==> config.mk <==
export PLATFORM = sky130hd
export DESIGN_NAME = obj_face_index_parser_core
export DESIGN_NICKNAME = d
export VERILOG_FILES = /design/src/hw/rtl/ofip_pkg.sv /design/src/hw/rtl/obj_face_index_parser_core.sv /design/src/hw/rtl/ofip_parse.sv /design/src/hw/rtl/ofip_rsp_fifo.sv
export VERILOG_INCLUDE_DIRS = /design/src /design/src/hw/rtl
export SDC_FILE = /design/constraint.sdc
export NUM_CORES = 1
export LEC_CHECK = 0
export CAP_MARGIN = 30
export CORE_AREA = 2 2 226 228
export DETAILED_ROUTE_END_ITERATION = 16
export DIE_AREA = 0 0 228 230
export DONT_BUFFER_PORTS = 1
export SLEW_MARGIN = 20
export SYNTH_ARGS = -nofsm -noshare
export SYNTH_HDL_FRONTEND = slang
export SYNTH_SLANG_ARGS = --single-unit
==> constraint.sdc <==
create_clock -name clock -period 12.2 [get_ports clock]
set_input_delay 2.44 -clock clock [delete_from_list [all_inputs] [get_ports clock]]
set_output_delay 2.44 -clock clock [all_outputs]
set_load 0.01 [all_outputs]
==> src/hw/rtl/obj_face_index_parser_core_defines.svh <==
// ----------------------------------------------------------------------------
// OBJ face index parser - assertion macros
// Shared concurrent assertion forms, clocked on clock and quiet in reset.
// ----------------------------------------------------------------------------
`ifndef OBJ_FACE_INDEX_PARSER_CORE_DEFINES_SVH
`define OBJ_FACE_INDEX_PARSER_CORE_DEFINES_SVH

// Check a property at every edge outside reset.
`define OFIP_ASSERT(lbl, prop, msg) \
   lbl: assert property (@(posedge clock) disable iff (reset) (prop)) \
      else $error(msg);

// Check that a condition leads to a consequence in the next cycle.
`define OFIP_ASSERT_NEXT(lbl, ante, cons, msg) \
   lbl: assert property (@(posedge clock) disable iff (reset) (ante) |=> (cons)) \
      else $error(msg);

`endif

==> src/hw/rtl/ofip_pkg.sv <==
// ----------------------------------------------------------------------------
// OBJ face index parser - package
// Widths, character codes, parse phases, status codes and the result word.
// ----------------------------------------------------------------------------
package ofip_pkg;

   localparam int INDEX_BITS = 24;
   localparam int ACCUM_BITS = 32;
   localparam int VCOUNT_W   = 24;
   localparam int VC_BITS    = (INDEX_BITS < VCOUNT_W) ? INDEX_BITS : VCOUNT_W;
   localparam int CMP_BITS   = (ACCUM_BITS > VC_BITS) ? ACCUM_BITS : VC_BITS;
   localparam int PROD_BITS  = ACCUM_BITS + 4;
   localparam int COUNT_W    = 8;

   localparam int RSP_DEPTH    = 4;
   localparam int RSP_PTR_BITS = $clog2(RSP_DEPTH);
   localparam int RSP_CNT_BITS = $clog2(RSP_DEPTH + 1);

   typedef logic [ACCUM_BITS-1:0]   acc_type;
   typedef logic [PROD_BITS-1:0]    prod_type;
   typedef logic [CMP_BITS-1:0]     cmp_type;
   typedef logic [VC_BITS-1:0]      vc_type;
   typedef logic [VCOUNT_W-1:0]     vidx_type;
   typedef logic [COUNT_W-1:0]      count_type;
   typedef logic [RSP_PTR_BITS-1:0] rsp_ptr_type;
   typedef logic [RSP_CNT_BITS-1:0] rsp_cnt_type;

   localparam logic [7:0] CH_NUL   = 8'h00;
   localparam logic [7:0] CH_TAB   = 8'h09;
   localparam logic [7:0] CH_SPACE = 8'h20;
   localparam logic [7:0] CH_HASH  = 8'h23;
   localparam logic [7:0] CH_MINUS = 8'h2D;
   localparam logic [7:0] CH_SLASH = 8'h2F;
   localparam logic [7:0] CH_0     = 8'h30;
   localparam logic [7:0] CH_9     = 8'h39;
   localparam logic [7:0] CH_F     = 8'h66;
   localparam logic [7:0] CH_V     = 8'h76;

   localparam count_type COUNT_MAX        = 8'hFF;
   localparam count_type MIN_FACE_INDICES = 8'd3;

   typedef enum logic [2:0] {
      PH_START     = 3'd0,
      PH_KEYWORD   = 3'd1,
      PH_GAP       = 3'd2,
      PH_TOKEN     = 3'd3,
      PH_SKIPSLASH = 3'd4,
      PH_DISCARD   = 3'd5
   } phase_type;

   typedef enum logic [1:0] {
      KW_NONE  = 2'd0,
      KW_F     = 2'd1,
      KW_V     = 2'd2,
      KW_OTHER = 2'd3
   } kw_type;

   // ST_OK also serves as "no error recorded yet".
   typedef enum logic [3:0] {
      ST_OK        = 4'd0,
      ST_BLANK     = 4'd1,
      ST_OTHER     = 4'd2,
      ST_VERTEX    = 4'd3,
      ST_EMPTY     = 4'd4,
      ST_SLASH     = 4'd5,
      ST_INVALID   = 4'd6,
      ST_OVERFLOW  = 4'd7,
      ST_ZERO      = 4'd8,
      ST_RANGE     = 4'd9,
      ST_UNDER3    = 4'd10
   } status_type;

   typedef struct packed {
      logic       is_status;
      vidx_type   vertex_index;
      status_type line_status;
      count_type  index_count;
   } item_type;

   // Up to two result words produced by one input byte, first goes out first.
   typedef struct packed {
      logic [1:0] n;
      item_type   first;
      item_type   second;
   } push_type;

endpackage

==> src/hw/rtl/obj_face_index_parser_core.sv <==
// ----------------------------------------------------------------------------
// OBJ face index parser core
// Feed one OBJ text line, one byte per word on req_line_byte, a zero byte ending the
// line. Face lines ("f") yield one rsp word per vertex index (zero-based,
// negative indices resolved against vertex_count), and every line ends with
// one status word (rsp_is_status high) giving success or the first error and
// the number of indices sent. Indices of a failed line are to be dropped.
// csr_wr_en / csr_wr_data write vertex_count; write it only while idle.
// Path: a byte passes the input register, then the parser, into the result queue.
// Throughput: one byte per cycle while req_stall is low. A byte that ends a token
// at line end makes two rsp words, which leave by the single rsp port in turn;
// the 4-word result queue absorbs that, and req_stall rises only when the queue
// cannot take two more words.
// Stalling: rsp_stall holds the head word; the queue fills, then the input
// register holds its byte and req_stall stays high until space opens.
// Reset: synchronous, active high; clears the parser to line start, empties
// the queue and sets vertex_count to zero. No clearing pass is needed.
// ----------------------------------------------------------------------------
`include "obj_face_index_parser_core_defines.svh"

module obj_face_index_parser_core (
   input  logic                          clock,
   input  logic                          reset,
   // input byte channel
   input  logic                          req_valid,
   output logic                          req_stall,
   input  logic [7:0]                    req_line_byte,
   // result channel
   output logic                          rsp_valid,
   input  logic                          rsp_stall,
   output logic                          rsp_is_status,
   output logic [ofip_pkg::VCOUNT_W-1:0] rsp_vertex_index,
   output logic [3:0]                    rsp_line_status,
   output logic [ofip_pkg::COUNT_W-1:0]  rsp_index_count,
   // vertex_count register
   input  logic                          csr_wr_en,
   input  logic [ofip_pkg::VCOUNT_W-1:0] csr_wr_data
);

   logic [7:0]                    byte_ff, byte_in;
   logic                          byte_vld_ff, byte_vld_in;
   logic [ofip_pkg::VCOUNT_W-1:0] vcount_ff, vcount_in;

   logic                          accept, consume, room2, pop;
   ofip_pkg::push_type            push;
   ofip_pkg::item_type            head;

   // Input register: drain into the parser whenever the queue has room for
   // the worst case of two words, refill in the same cycle.
   always_comb begin
      consume     = byte_vld_ff & room2;
      req_stall   = byte_vld_ff & ~room2;
      accept      = req_valid & ~req_stall;
      byte_vld_in = accept | (byte_vld_ff & ~consume);
      byte_in     = accept ? req_line_byte : byte_ff;
      vcount_in   = csr_wr_en ? csr_wr_data : vcount_ff;
   end

   always_ff @(posedge clock) begin
      byte_ff <= byte_in;
   end

   always_ff @(posedge clock) begin
      if (reset) begin
         byte_vld_ff <= 1'b0;
         vcount_ff   <= '0;
      end else begin
         byte_vld_ff <= byte_vld_in;
         vcount_ff   <= vcount_in;
      end
   end

   // Classify the byte and produce up to two result words.
   ofip_parse u_parse (
      .clock        (clock),
      .reset        (reset),
      .en           (consume),
      .byte_in      (byte_ff),
      .vertex_count (vcount_ff),
      .push         (push)
   );

   // Hold results until the receiver takes them.
   ofip_rsp_fifo u_rsp_fifo (
      .clock     (clock),
      .reset     (reset),
      .push      (push),
      .pop       (pop),
      .head      (head),
      .not_empty (rsp_valid),
      .room2     (room2)
   );

   always_comb begin
      pop              = rsp_valid & ~rsp_stall;
      rsp_is_status    = head.is_status;
      rsp_vertex_index = head.vertex_index;
      rsp_line_status  = head.line_status;
      rsp_index_count  = head.index_count;
   end

   `OFIP_ASSERT_NEXT(a_byte_held, byte_vld_ff && !consume, byte_vld_ff && $stable(byte_ff), "held input byte lost or changed")

endmodule

==> src/hw/rtl/ofip_parse.sv <==
// ----------------------------------------------------------------------------
// OBJ face index parser - line parser
// Per-byte phase update, decimal accumulate and index resolution.
// ----------------------------------------------------------------------------
`include "obj_face_index_parser_core_defines.svh"

module ofip_parse (
   input  logic                                 clock,
   input  logic                                 reset,
   input  logic                                 en,
   input  logic [7:0]                           byte_in,
   input  logic [ofip_pkg::VCOUNT_W-1:0]        vertex_count,
   output ofip_pkg::push_type                   push
);

   ofip_pkg::phase_type  phase_ff, phase_in;
   ofip_pkg::kw_type     kw_ff, kw_in;
   ofip_pkg::acc_type    acc_ff, acc_in;
   logic                 ovf_ff, ovf_in;
   logic                 rel_ff, rel_in;
   logic                 dig_ff, dig_in;
   ofip_pkg::count_type  cnt_ff, cnt_in;
   ofip_pkg::status_type err_ff, err_in;

   logic                 is_nul, is_blank, is_slash, is_minus, is_hash, is_digit;
   logic [3:0]           digit;
   logic                 tok_fresh, tok_path, tok_end;
   ofip_pkg::acc_type    tok_acc;
   logic                 tok_ovf, tok_rel, tok_dig;
   ofip_pkg::prod_type   prod;
   logic                 prod_ovf;
   ofip_pkg::vc_type     vc_eff, idx_eff;
   ofip_pkg::status_type tok_code, fail_code, err_new, line_status;
   logic                 do_fail, emit;
   ofip_pkg::count_type  cnt_new;
   ofip_pkg::item_type   idx_item, stat_item;

   // Character classes.
   always_comb begin
      is_nul   = (byte_in == ofip_pkg::CH_NUL);
      is_blank = byte_in inside {ofip_pkg::CH_SPACE, ofip_pkg::CH_TAB};
      is_slash = (byte_in == ofip_pkg::CH_SLASH);
      is_minus = (byte_in == ofip_pkg::CH_MINUS);
      is_hash  = (byte_in == ofip_pkg::CH_HASH);
      is_digit = byte_in inside {[ofip_pkg::CH_0:ofip_pkg::CH_9]};
      digit    = byte_in[3:0];   // '0'..'9' sit at 0x30..0x39
   end

   // Token evaluation; a token opened in the gap starts from a clean slate.
   always_comb begin
      tok_fresh = (phase_ff == ofip_pkg::PH_GAP);
      tok_acc   = tok_fresh ? '0 : acc_ff;
      tok_ovf   = tok_fresh ? 1'b0 : ovf_ff;
      tok_rel   = tok_fresh ? 1'b0 : rel_ff;
      tok_dig   = tok_fresh ? 1'b0 : dig_ff;
      tok_path  = (phase_ff == ofip_pkg::PH_TOKEN) ||
                  (tok_fresh && !is_nul && !is_blank && !is_slash && !is_minus);
      tok_end   = tok_path && (is_nul || is_blank || is_slash);

      prod      = {1'b0, tok_acc, 3'b000} + {3'b000, tok_acc, 1'b0} +
                  ofip_pkg::prod_type'(digit);
      prod_ovf  = |prod[ofip_pkg::PROD_BITS-1:ofip_pkg::ACCUM_BITS];

      vc_eff    = vertex_count[ofip_pkg::VC_BITS-1:0];
      if (!tok_dig)
         tok_code = ofip_pkg::ST_INVALID;
      else if (tok_ovf)
         tok_code = ofip_pkg::ST_OVERFLOW;
      else if (tok_acc == '0)
         tok_code = ofip_pkg::ST_ZERO;
      else if (ofip_pkg::cmp_type'(tok_acc) > ofip_pkg::cmp_type'(vc_eff))
         tok_code = ofip_pkg::ST_RANGE;
      else
         tok_code = ofip_pkg::ST_OK;

      // Accumulator is at most vc_eff here, so the narrowing is safe.
      idx_eff = tok_rel ? (vc_eff - ofip_pkg::vc_type'(tok_acc))
                        : (ofip_pkg::vc_type'(tok_acc) - ofip_pkg::vc_type'(1));
      emit    = tok_end && (tok_code == ofip_pkg::ST_OK);
   end

   // Errors, index count and the end-of-line status.
   always_comb begin
      do_fail   = 1'b0;
      fail_code = ofip_pkg::ST_OK;
      if (tok_fresh && is_slash) begin
         do_fail   = 1'b1;
         fail_code = ofip_pkg::ST_SLASH;
      end else if (tok_end && (tok_code != ofip_pkg::ST_OK)) begin
         do_fail   = 1'b1;
         fail_code = tok_code;
      end else if (tok_path && !tok_end && !is_digit) begin
         do_fail   = 1'b1;
         fail_code = ofip_pkg::ST_INVALID;
      end

      err_new = (do_fail && (err_ff == ofip_pkg::ST_OK)) ? fail_code : err_ff;
      cnt_new = (emit && (cnt_ff != ofip_pkg::COUNT_MAX)) ?
                cnt_ff + ofip_pkg::count_type'(1) : cnt_ff;

      if (err_new != ofip_pkg::ST_OK)
         line_status = err_new;
      else begin
         case (kw_ff)
            ofip_pkg::KW_F: begin
               if (cnt_new == '0)
                  line_status = ofip_pkg::ST_EMPTY;
               else if (cnt_new < ofip_pkg::MIN_FACE_INDICES)
                  line_status = ofip_pkg::ST_UNDER3;
               else
                  line_status = ofip_pkg::ST_OK;
            end
            ofip_pkg::KW_V:     line_status = ofip_pkg::ST_VERTEX;
            ofip_pkg::KW_OTHER: line_status = ofip_pkg::ST_OTHER;
            default:            line_status = ofip_pkg::ST_BLANK;
         endcase
      end
   end

   // Next state.
   always_comb begin
      phase_in = phase_ff;
      kw_in    = kw_ff;
      acc_in   = acc_ff;
      ovf_in   = ovf_ff;
      rel_in   = rel_ff;
      dig_in   = dig_ff;
      cnt_in   = cnt_ff;
      err_in   = err_ff;
      if (en) begin
         if (is_nul) begin
            phase_in = ofip_pkg::PH_START;
            kw_in    = ofip_pkg::KW_NONE;
            acc_in   = '0;
            ovf_in   = 1'b0;
            rel_in   = 1'b0;
            dig_in   = 1'b0;
            cnt_in   = '0;
            err_in   = ofip_pkg::ST_OK;
         end else begin
            cnt_in = cnt_new;
            err_in = err_new;
            case (phase_ff)
               ofip_pkg::PH_START: begin
                  if (is_hash) begin
                     kw_in    = ofip_pkg::KW_NONE;
                     phase_in = ofip_pkg::PH_DISCARD;
                  end else if (!is_blank) begin
                     kw_in    = (byte_in == ofip_pkg::CH_F) ? ofip_pkg::KW_F :
                                (byte_in == ofip_pkg::CH_V) ? ofip_pkg::KW_V :
                                                              ofip_pkg::KW_OTHER;
                     phase_in = ofip_pkg::PH_KEYWORD;
                  end
               end
               ofip_pkg::PH_KEYWORD: begin
                  if (is_blank)
                     phase_in = (kw_ff == ofip_pkg::KW_F) ? ofip_pkg::PH_GAP
                                                          : ofip_pkg::PH_DISCARD;
                  else
                     kw_in = ofip_pkg::KW_OTHER;
               end
               ofip_pkg::PH_GAP: begin
                  if (is_minus) begin
                     acc_in   = '0;
                     ovf_in   = 1'b0;
                     dig_in   = 1'b0;
                     rel_in   = 1'b1;
                     phase_in = ofip_pkg::PH_TOKEN;
                  end else if (tok_path)
                     phase_in = ofip_pkg::PH_TOKEN;
               end
               ofip_pkg::PH_TOKEN: begin
                  if (tok_end)
                     phase_in = is_slash ? ofip_pkg::PH_SKIPSLASH : ofip_pkg::PH_GAP;
               end
               ofip_pkg::PH_SKIPSLASH: begin
                  if (is_blank)
                     phase_in = ofip_pkg::PH_GAP;
               end
               default: begin
               end
            endcase

            // Digits and bad characters of a token.
            if (tok_path && !tok_end) begin
               rel_in = tok_rel;
               dig_in = tok_dig | is_digit;
               ovf_in = tok_ovf | (is_digit & prod_ovf);
               acc_in = (is_digit && !tok_ovf && !prod_ovf) ?
                        prod[ofip_pkg::ACCUM_BITS-1:0] : tok_acc;
            end

            if (do_fail)
               phase_in = ofip_pkg::PH_DISCARD;
         end
      end
   end

   // Result words.
   always_comb begin
      idx_item.is_status    = 1'b0;
      idx_item.vertex_index = ofip_pkg::vidx_type'(idx_eff);
      idx_item.line_status  = ofip_pkg::ST_OK;
      idx_item.index_count  = cnt_new;

      stat_item.is_status    = 1'b1;
      stat_item.vertex_index = '0;
      stat_item.line_status  = line_status;
      stat_item.index_count  = cnt_new;

      push.first  = stat_item;
      push.second = stat_item;
      push.n      = 2'd0;
      if (en) begin
         if (emit) begin
            push.first = idx_item;
            push.n     = is_nul ? 2'd2 : 2'd1;
         end else if (is_nul)
            push.n = 2'd1;
      end
   end

   always_ff @(posedge clock) begin
      if (reset) begin
         phase_ff <= ofip_pkg::PH_START;
         kw_ff    <= ofip_pkg::KW_NONE;
         acc_ff   <= '0;
         ovf_ff   <= 1'b0;
         rel_ff   <= 1'b0;
         dig_ff   <= 1'b0;
         cnt_ff   <= '0;
         err_ff   <= ofip_pkg::ST_OK;
      end else begin
         phase_ff <= phase_in;
         kw_ff    <= kw_in;
         acc_ff   <= acc_in;
         ovf_ff   <= ovf_in;
         rel_ff   <= rel_in;
         dig_ff   <= dig_in;
         cnt_ff   <= cnt_in;
         err_ff   <= err_in;
      end
   end

   `OFIP_ASSERT_NEXT(a_line_end_clears, en && is_nul, (phase_ff == ofip_pkg::PH_START) && (cnt_ff == '0) && (err_ff == ofip_pkg::ST_OK), "line end did not clear parse state")
   `OFIP_ASSERT(a_pair_order, (push.n == 2'd2) |-> (!push.first.is_status && push.second.is_status), "two-word push must be index then status")

endmodule

==> src/hw/rtl/ofip_rsp_fifo.sv <==
// ----------------------------------------------------------------------------
// OBJ face index parser - result queue
// Small register queue taking up to two words a cycle, handing out one.
// ----------------------------------------------------------------------------
`include "obj_face_index_parser_core_defines.svh"

module ofip_rsp_fifo (
   input  logic               clock,
   input  logic               reset,
   input  ofip_pkg::push_type push,
   input  logic               pop,
   output ofip_pkg::item_type head,
   output logic               not_empty,
   output logic               room2
);

   ofip_pkg::item_type    mem_ff [ofip_pkg::RSP_DEPTH];
   ofip_pkg::rsp_ptr_type wr_ptr_ff, wr_ptr_in;
   ofip_pkg::rsp_ptr_type rd_ptr_ff, rd_ptr_in;
   ofip_pkg::rsp_cnt_type cnt_ff, cnt_in;
   ofip_pkg::rsp_ptr_type wr_ptr_nx;

   always_comb begin
      wr_ptr_nx = wr_ptr_ff + ofip_pkg::rsp_ptr_type'(1);
      wr_ptr_in = wr_ptr_ff + ofip_pkg::rsp_ptr_type'(push.n);
      rd_ptr_in = rd_ptr_ff + ofip_pkg::rsp_ptr_type'(pop);
      cnt_in    = cnt_ff + ofip_pkg::rsp_cnt_type'(push.n) -
                  ofip_pkg::rsp_cnt_type'(pop);
      not_empty = (cnt_ff != '0);
      room2     = (cnt_ff <= ofip_pkg::rsp_cnt_type'(ofip_pkg::RSP_DEPTH - 2));
      head      = mem_ff[rd_ptr_ff];
   end

   always_ff @(posedge clock) begin
      if (push.n != 2'd0)
         mem_ff[wr_ptr_ff] <= push.first;
      if (push.n == 2'd2)
         mem_ff[wr_ptr_nx] <= push.second;
   end

   always_ff @(posedge clock) begin
      if (reset) begin
         wr_ptr_ff <= '0;
         rd_ptr_ff <= '0;
         cnt_ff    <= '0;
      end else begin
         wr_ptr_ff <= wr_ptr_in;
         rd_ptr_ff <= rd_ptr_in;
         cnt_ff    <= cnt_in;
      end
   end

   `OFIP_ASSERT(a_no_overfill, (push.n == 2'd2) |-> (cnt_ff <= ofip_pkg::RSP_DEPTH - 2), "result queue pushed past its depth")
   `OFIP_ASSERT(a_empty_ptrs, (cnt_ff == '0) |-> (wr_ptr_ff == rd_ptr_ff), "empty queue with pointers apart")

endmodule
### After elaboration in Yosys (flattened, before gate mapping)

Memory sizes are Yosys's and may differ from the RTL's. A register that Yosys moved wholly into a read port is not among the register bits.
Index checks and enable logic that the tools add are counted.

* memories kept: 1
* register bits: 92
* logic and storage cells: 178
* memory bits (writable): 148
* output and inout bits: 39

* add/sub/neg operators: 10
* reduce and logical (&&, ||, !) cells: 45
* bitwise logic cells: 13
* mux-type cells: 67
* eq/ne operators: 23
* order comparisons: 5

Memory list
* u_rsp_fifo.mem_ff: words 4, width 37, rd ports 1, clocked after Yosys merged registers in 1, wr ports 2, RTL line ofip_rsp_fifo.sv:17 `ofip_pkg::item_type mem_ff [ofip_pkg::RSP_DEPTH];`

Operator list (number)
* $mux W32: 6
* $mux W4: 11
* $mux W39: 1
* $mux W37: 1
* $add A35 B33 Y36: 1
* $add A36 B4 Y36: 1
* $mux W3: 12
* $eq A8 B6 Y1 const B: 4
* $gt A32 B24 Y1: 1
* $logic_not A32 Y1: 1
* $mux W24: 1
* $sub A24 B1 Y24 const B: 1
* $sub A24 B24 Y24: 1
* $mux W1: 22
* $eq A8 B7 Y1 const B: 2
* $logic_not A8 Y1: 2
* $mux W2: 8
* $mux W8: 2
* $logic_and A1 B1 Y1: 15
* $pmux W3 S5: 1
* $ne A4 B1 Y1 const B: 3
* $pmux W4 S3: 1
* $reduce_bool A3 Y1: 4
* $add A8 B1 Y8 const B: 1
* other kinds (35): 60

### Logic depth before layout (Yosys ltp)

* word-level depth: 23
* gate-level depth with buffers: 27

### Cells and area by module

From an unflattened synthesis, not the netlist that was laid out.

* cell total of the unflattened synthesis: 1548
* area total of the unflattened synthesis: 16628.4 sq um

By module, submodules not included
* ofip_parse: area each 7877.6 sq um, cells an instance 1056, instances 1
* ofip_rsp_fifo: area each 7579.8 sq um, cells an instance 400, instances 1
* obj_face_index_parser_core: area each 1171.1 sq um, cells an instance 92, instances 1

### Worst setup path before layout

No wires, ideal clock.

* path type: register to register
* start: reg u_parse.phase_ff[1]
* end: mem u_rsp_fifo.mem_ff[2][0] (netlist bit) (enable)
* path slack: 6476 ps
* cell stages (with the launch flop): 27
* arrival: 5380 ps
* setup time: 344 ps
* buffers on the path: 10
* cells stage by stage: dfxtp_1 -> buf_4 -> or3b_4 -> buf_2 -> clkbuf_1 -> clkbuf_1 -> clkbuf_1 -> clkbuf_1 -> nand2_1 -> inv_1 -> ha_1 -> buf_2 -> nand4_1 -> or3_1 -> nor4_1 -> a22oi_1 -> or4_4 -> buf_6 -> buf_6 -> inv_1 -> ha_1 -> nand2b_1 -> nor2_1 -> a21o_1 -> nand2_1 -> clkbuf_1 -> inv_1

RTL lines
* from (decl): RTL line ofip_parse.sv:16 `ofip_pkg::phase_type phase_ff, phase_in;`
* from (signal assigned): RTL line ofip_parse.sv:225 `phase_ff <= ofip_pkg::PH_START;`
* from (signal assigned): RTL line ofip_parse.sv:234 `phase_ff <= phase_in;`
* to (decl): RTL line ofip_rsp_fifo.sv:17

### Final worst setup path

* start: reg u_parse.phase_ff[0]
* end: reg u_parse.acc_ff[28]

* word-level cells in the longest chain between the ends: 11

RTL lines
* parallel branches: the longest is 11 deep, another holds $add A35 B33 Y36
* to (signal assigned): RTL line ofip_parse.sv:236 `acc_ff <= acc_in;`
* to (decl): RTL line ofip_parse.sv:18 `ofip_pkg::acc_type acc_ff, acc_in;`

Parallel ways; which one is timed is not known.
A chain may end at the register's enable or synchronous reset.

==> qor.csv <==
stage,metric,value,unit
global_route,grt_max_degree,59,
sta,min_period,7.07,ns
sta,hold_viol,0,
placed_design,gp_congestion,0.896,
hold_path,hold_start,u_rsp_fifo.mem_ff[3][36]$_SDFFE_PP1P_,
layout,finish.utilization,0.330,
routing,post_drt_wl_per_cell,18.4,µm
hold_path,hold_class,flip-flop to flip-flop,
clock_network,cts_buffers,28,
clock_network,hold_buffers,0,
layout,synthToLayoutAreaGrowth,10.7,%
critical_path,reg2reg_to,u_parse.acc_ff[28]$_SDFFE_PP0P_,
critical_path,setup.worst_path.class,flip-flop to flip-flop,
sta,finalClockSkew,0.0261,ns
hold_path,whs_path_depth,2,
logic_synthesis,syn_nets,1817,
routing,vias,12300,
sta,drv_slew,0,
sta,finalCritPeriodShare,0.580,
floorplan,initial_utilization,0.299,
global_route,track_usage,0.159,
sta,rsz0062_at_grt,no,
logic_synthesis,synth_mux_area_frac,0.0776,
routing,ant_nets,0,
floorplan,die_w,228,µm
logic_synthesis,synth_edf_count,56,
logic_synthesis,synth_top_family_by_area,compound AO/OA/AOI/OAI gates,
layout,fin_nets,1771,
global_route,grt_pass1_wl,67000,µm
floorplan,core,49900,µm²
clock_network,clkLatencyLatePin,0.58,ns
power,leakage,6.39,nW
power,p_per_area,124,nW/µm²
logic_synthesis,syn_avg_cell_area,8.96,µm²
hold_path,min_to,u_rsp_fifo.mem_ff[3][36]$_SDFFE_PP1P_,
floorplan,core.rowCount,82,
run,drv_cap,0,
routing,drt-pass1-iter-count,5,
sta,setup_violations,0,
logic_synthesis,ys_seq_elements,240,
critical_path,regToRegStartpoint,u_parse.phase_ff[0]$_SDFFE_PP0P_,
routing,drtIter0Drc,877,
floorplan,die_area,52400,µm²
placed_design,hpwl,31200,µm
logic_synthesis,yosysWarnings,0,
logic_synthesis,yosys.area_share.xor_xnor,0.0400,
logic_synthesis,syn_area,14900,µm²
placed_design,io_buffers,0,
critical_path,endpoint_kind,flip-flop,
routing,totalWireLength,42600,µm
logic_synthesis,netlist_instances,1661,
power,ir_drop,0.000121,V
routing,drc,0,
logic_synthesis,synth_fa_ha_area_frac,0.102,
clock_network,tritoncts,done,
logic_synthesis,synth_cell_types,93,
sta,finalSetupTns,0,ns
logic_synthesis,synth_area_leaders,"dfxtp_1 25%, edfxtp_1 11%, ha_1 9.7%, mux4_2 5.6%, nand2_1 4.8%",
logic_synthesis,async_flop_share,0,
layout,drive_gt1_frac,0.0849,
critical_path,path_max_fanout,58,
status,status,completed,
logic_synthesis,ys_seq_area_frac,0.360,
logic_synthesis,synth_compound_area_frac,0.193,
global_route,antenna_found_initial,4,
clock_network,cts_resized,0,
logic_synthesis,synth_ff_type,dfxtp_1,
critical_path,crit_arrival,7.58,ns
clock_network,path_clk_slew,0.06,ns
logic_synthesis,yosys.area_share.simple,0.182,
routing,vias_per_cell,5.34,
clock_network,cts.sinks,240,
sta,fmax,141,MHz
critical_path,critPathRequiredTime,12.71,ns
critical_path,crit_path_start_kind,flip-flop,
clock_network,postCtsSetupBuffers,0,
critical_path,rrSetupSlack,5.13,ns
global_route,grt_pass1_vias,11900,
global_route,grt_overflow_total,0,
sta,worst_pin_slew,1.02,ns
clock_network,ctsLongestPathBuffers,3,
clock_network,root_buffer,clkbuf_16,
logic_synthesis,synth_top_cell_by_area,dfxtp_1,
logic_synthesis,yosysTopAreaCellShare,0.247,
clock_network,cts_max_level,1,
critical_path,r2r_cells,15,
floorplan,die_h,230,µm
sta,relSlewSlack,0.311,
floorplan,io_pins,76,
-- critical path, cell delays in order (launching register included) --
cell	delay, ns
dfxtp_1	0.68
or3b_4	0.70
nand2_1	0.24
inv_1	0.21
fa_1	0.49
fa_1	0.50
a211oi_1	0.37
o211ai_1	0.21
a211oi_1	0.43
nor3_1	0.15
a2111oi_2	0.52
mux2_2	0.40
nor4b_1	0.34
o211a_1	0.80
and2_1	0.68
a32o_1	0.26
-- stage by stage --
step	power, W	std cells	hold WS (ns)	area [µm²]	setup slack [ns]
floorplan	0.00109	1661	0.418	14900	6.48
global placement	0.00115	2254	0.428	15400	5.40
detailed placement	0.00116	2256	0.437	15500	5.23
CTS	0.00207	2308	0.447	16500	5.17
global route	0.00213	2310	0.474	16500	4.53
finish	0.00204	2311	0.448	16500	5.13
-- worst max-delay path by stage --
stage | start | end | slack, ns | cells past startpoint
floorplan | u_parse.phase_ff[1]$_SDFFE_PP0P_ | u_rsp_fifo.mem_ff[2][0]$_DFFE_PP_ | 6.48 | 26
global placement | u_parse.phase_ff[0]$_SDFFE_PP0P_ | u_parse.acc_ff[28]$_SDFFE_PP0P_ | 5.40 | 15
detailed placement | u_parse.phase_ff[0]$_SDFFE_PP0P_ | u_parse.acc_ff[28]$_SDFFE_PP0P_ | 5.23 | 15
CTS | u_parse.phase_ff[0]$_SDFFE_PP0P_ | u_parse.acc_ff[28]$_SDFFE_PP0P_ | 5.17 | 15
global route | u_parse.phase_ff[0]$_SDFFE_PP0P_ | u_parse.acc_ff[28]$_SDFFE_PP0P_ | 4.53 | 16
finish | u_parse.phase_ff[0]$_SDFFE_PP0P_ | u_parse.acc_ff[28]$_SDFFE_PP0P_ | 5.13 | 15
-- layout make-up --
type,instances,area [µm²]
clock inverter,20,267
fill,5170,33400
tap,672,841
timing repair buffer,12,100
sequential,240,5370
clock buffer,32,746
antenna,2,5.00
multi-input combinational,1256,8860
inverter,77,289
-- cell families (layout without fill, tap and decap cells) --
family                   after synthesis  in the layout
buffers and inverters                165            141
flip-flops                           240            240
AND/OR/NAND/NOR                      570            570
adder cells (fa/ha/maj)              119            119
other                                  0              2
XOR/XNOR                              68             68
multiplexers                          69             69
AO/OA/AOI/OAI                        430            430
-- layer usage --
layer | vias to the layer above | routed length [µm] | GRT usage
met4 | 6 | 966 | 0.0496
met3 | 60 | 2720 | 0.0290
met5 | - | 41 | 0
li1 | 5940 | - | -
met2 | 370 | 19500 | 0.257
met1 | 5957 | 19300 | 0.214
-- layout by cell type (no fill, tap or decap), drive strengths merged, types with 9 or more instances in the layout --
cell / Yosys / layout
mux4: 37 / 37
o21ai: 133 / 133
nor2b: 12 / 12
mux2i: 30 / 30
a21o: 18 / 18
nor4: 17 / 17
o311ai: 15 / 15
clkbuf: 66 / 33
nand4: 9 / 9
a22o: 44 / 44
nand2: 191 / 191
o21a: 9 / 9
nand2b: 26 / 26
xnor2: 47 / 47
a22oi: 9 / 9
and2: 22 / 22
nor2: 162 / 162
edfxtp: 56 / 56
a211oi: 13 / 13
inv: 77 / 79
dfxtp: 184 / 184
xor2: 21 / 21
buf: 22 / 11
clkinv: 0 / 11
ha: 115 / 115
nand3: 34 / 34
a31oi: 13 / 13
o31ai: 9 / 9
or3: 17 / 17
nor3: 31 / 31
or2: 13 / 13
a21oi: 92 / 92
-- where the power goes --
part	internal [W]	total [W]	leakage, nW	switching, W
clock network	0.000548	0.000907	0.492	0.000359
logic	0.000124	0.000284	3.95	0.000160
registers	0.000828	0.000852	1.95	0.0000245
total	0.00150	0.00204	6.39	0.000544
-- cells in the mapped netlist (5+ instances only) --
master    instances
nand2_1         191
dfxtp_1         184
nor2_1          161
o21ai_0         130
ha_1            115
a21oi_1          91
inv_1            77
clkbuf_1         66
edfxtp_1         56
xnor2_1          47
a22o_1           44
mux4_2           37
nand3_1          34
mux2i_1          30
nor3_1           30
nand2b_1         26
and2_1           21
xor2_1           21
a21o_1           18
or3_1            17
o311ai_0         15
nor4_1           13
or2_2            13
a211oi_1         12
a31oi_1          12
nor2b_1          12
a22oi_1           9
buf_2             9
nand4_1           9
o21a_1            9
o31ai_1           9
and3_1            8
o211ai_1          8
buf_1             7
a21boi_0          5
nand3b_1          5
nor3b_1           5
o21bai_1          5
o221ai_1          5
or4_1             5
-- state kept, by name, summed over array words and instances (netlist names) --
signal	count
u_rsp_fifo.rd_ptr_ff	2
u_rsp_fifo.cnt_ff	3
u_rsp_fifo.wr_ptr_ff	2
u_parse.dig_ff	1
u_parse.kw_ff	2
u_parse.phase_ff	3
u_parse.err_ff	4
vcount_ff	24
u_parse.ovf_ff	1
byte_ff	8
u_parse.rel_ff	1
u_parse.acc_ff	32
u_rsp_fifo.mem_ff	148
u_parse.cnt_ff	8
byte_vld_ff	1
Note: power is estimated with default switching activity, not from simulation.
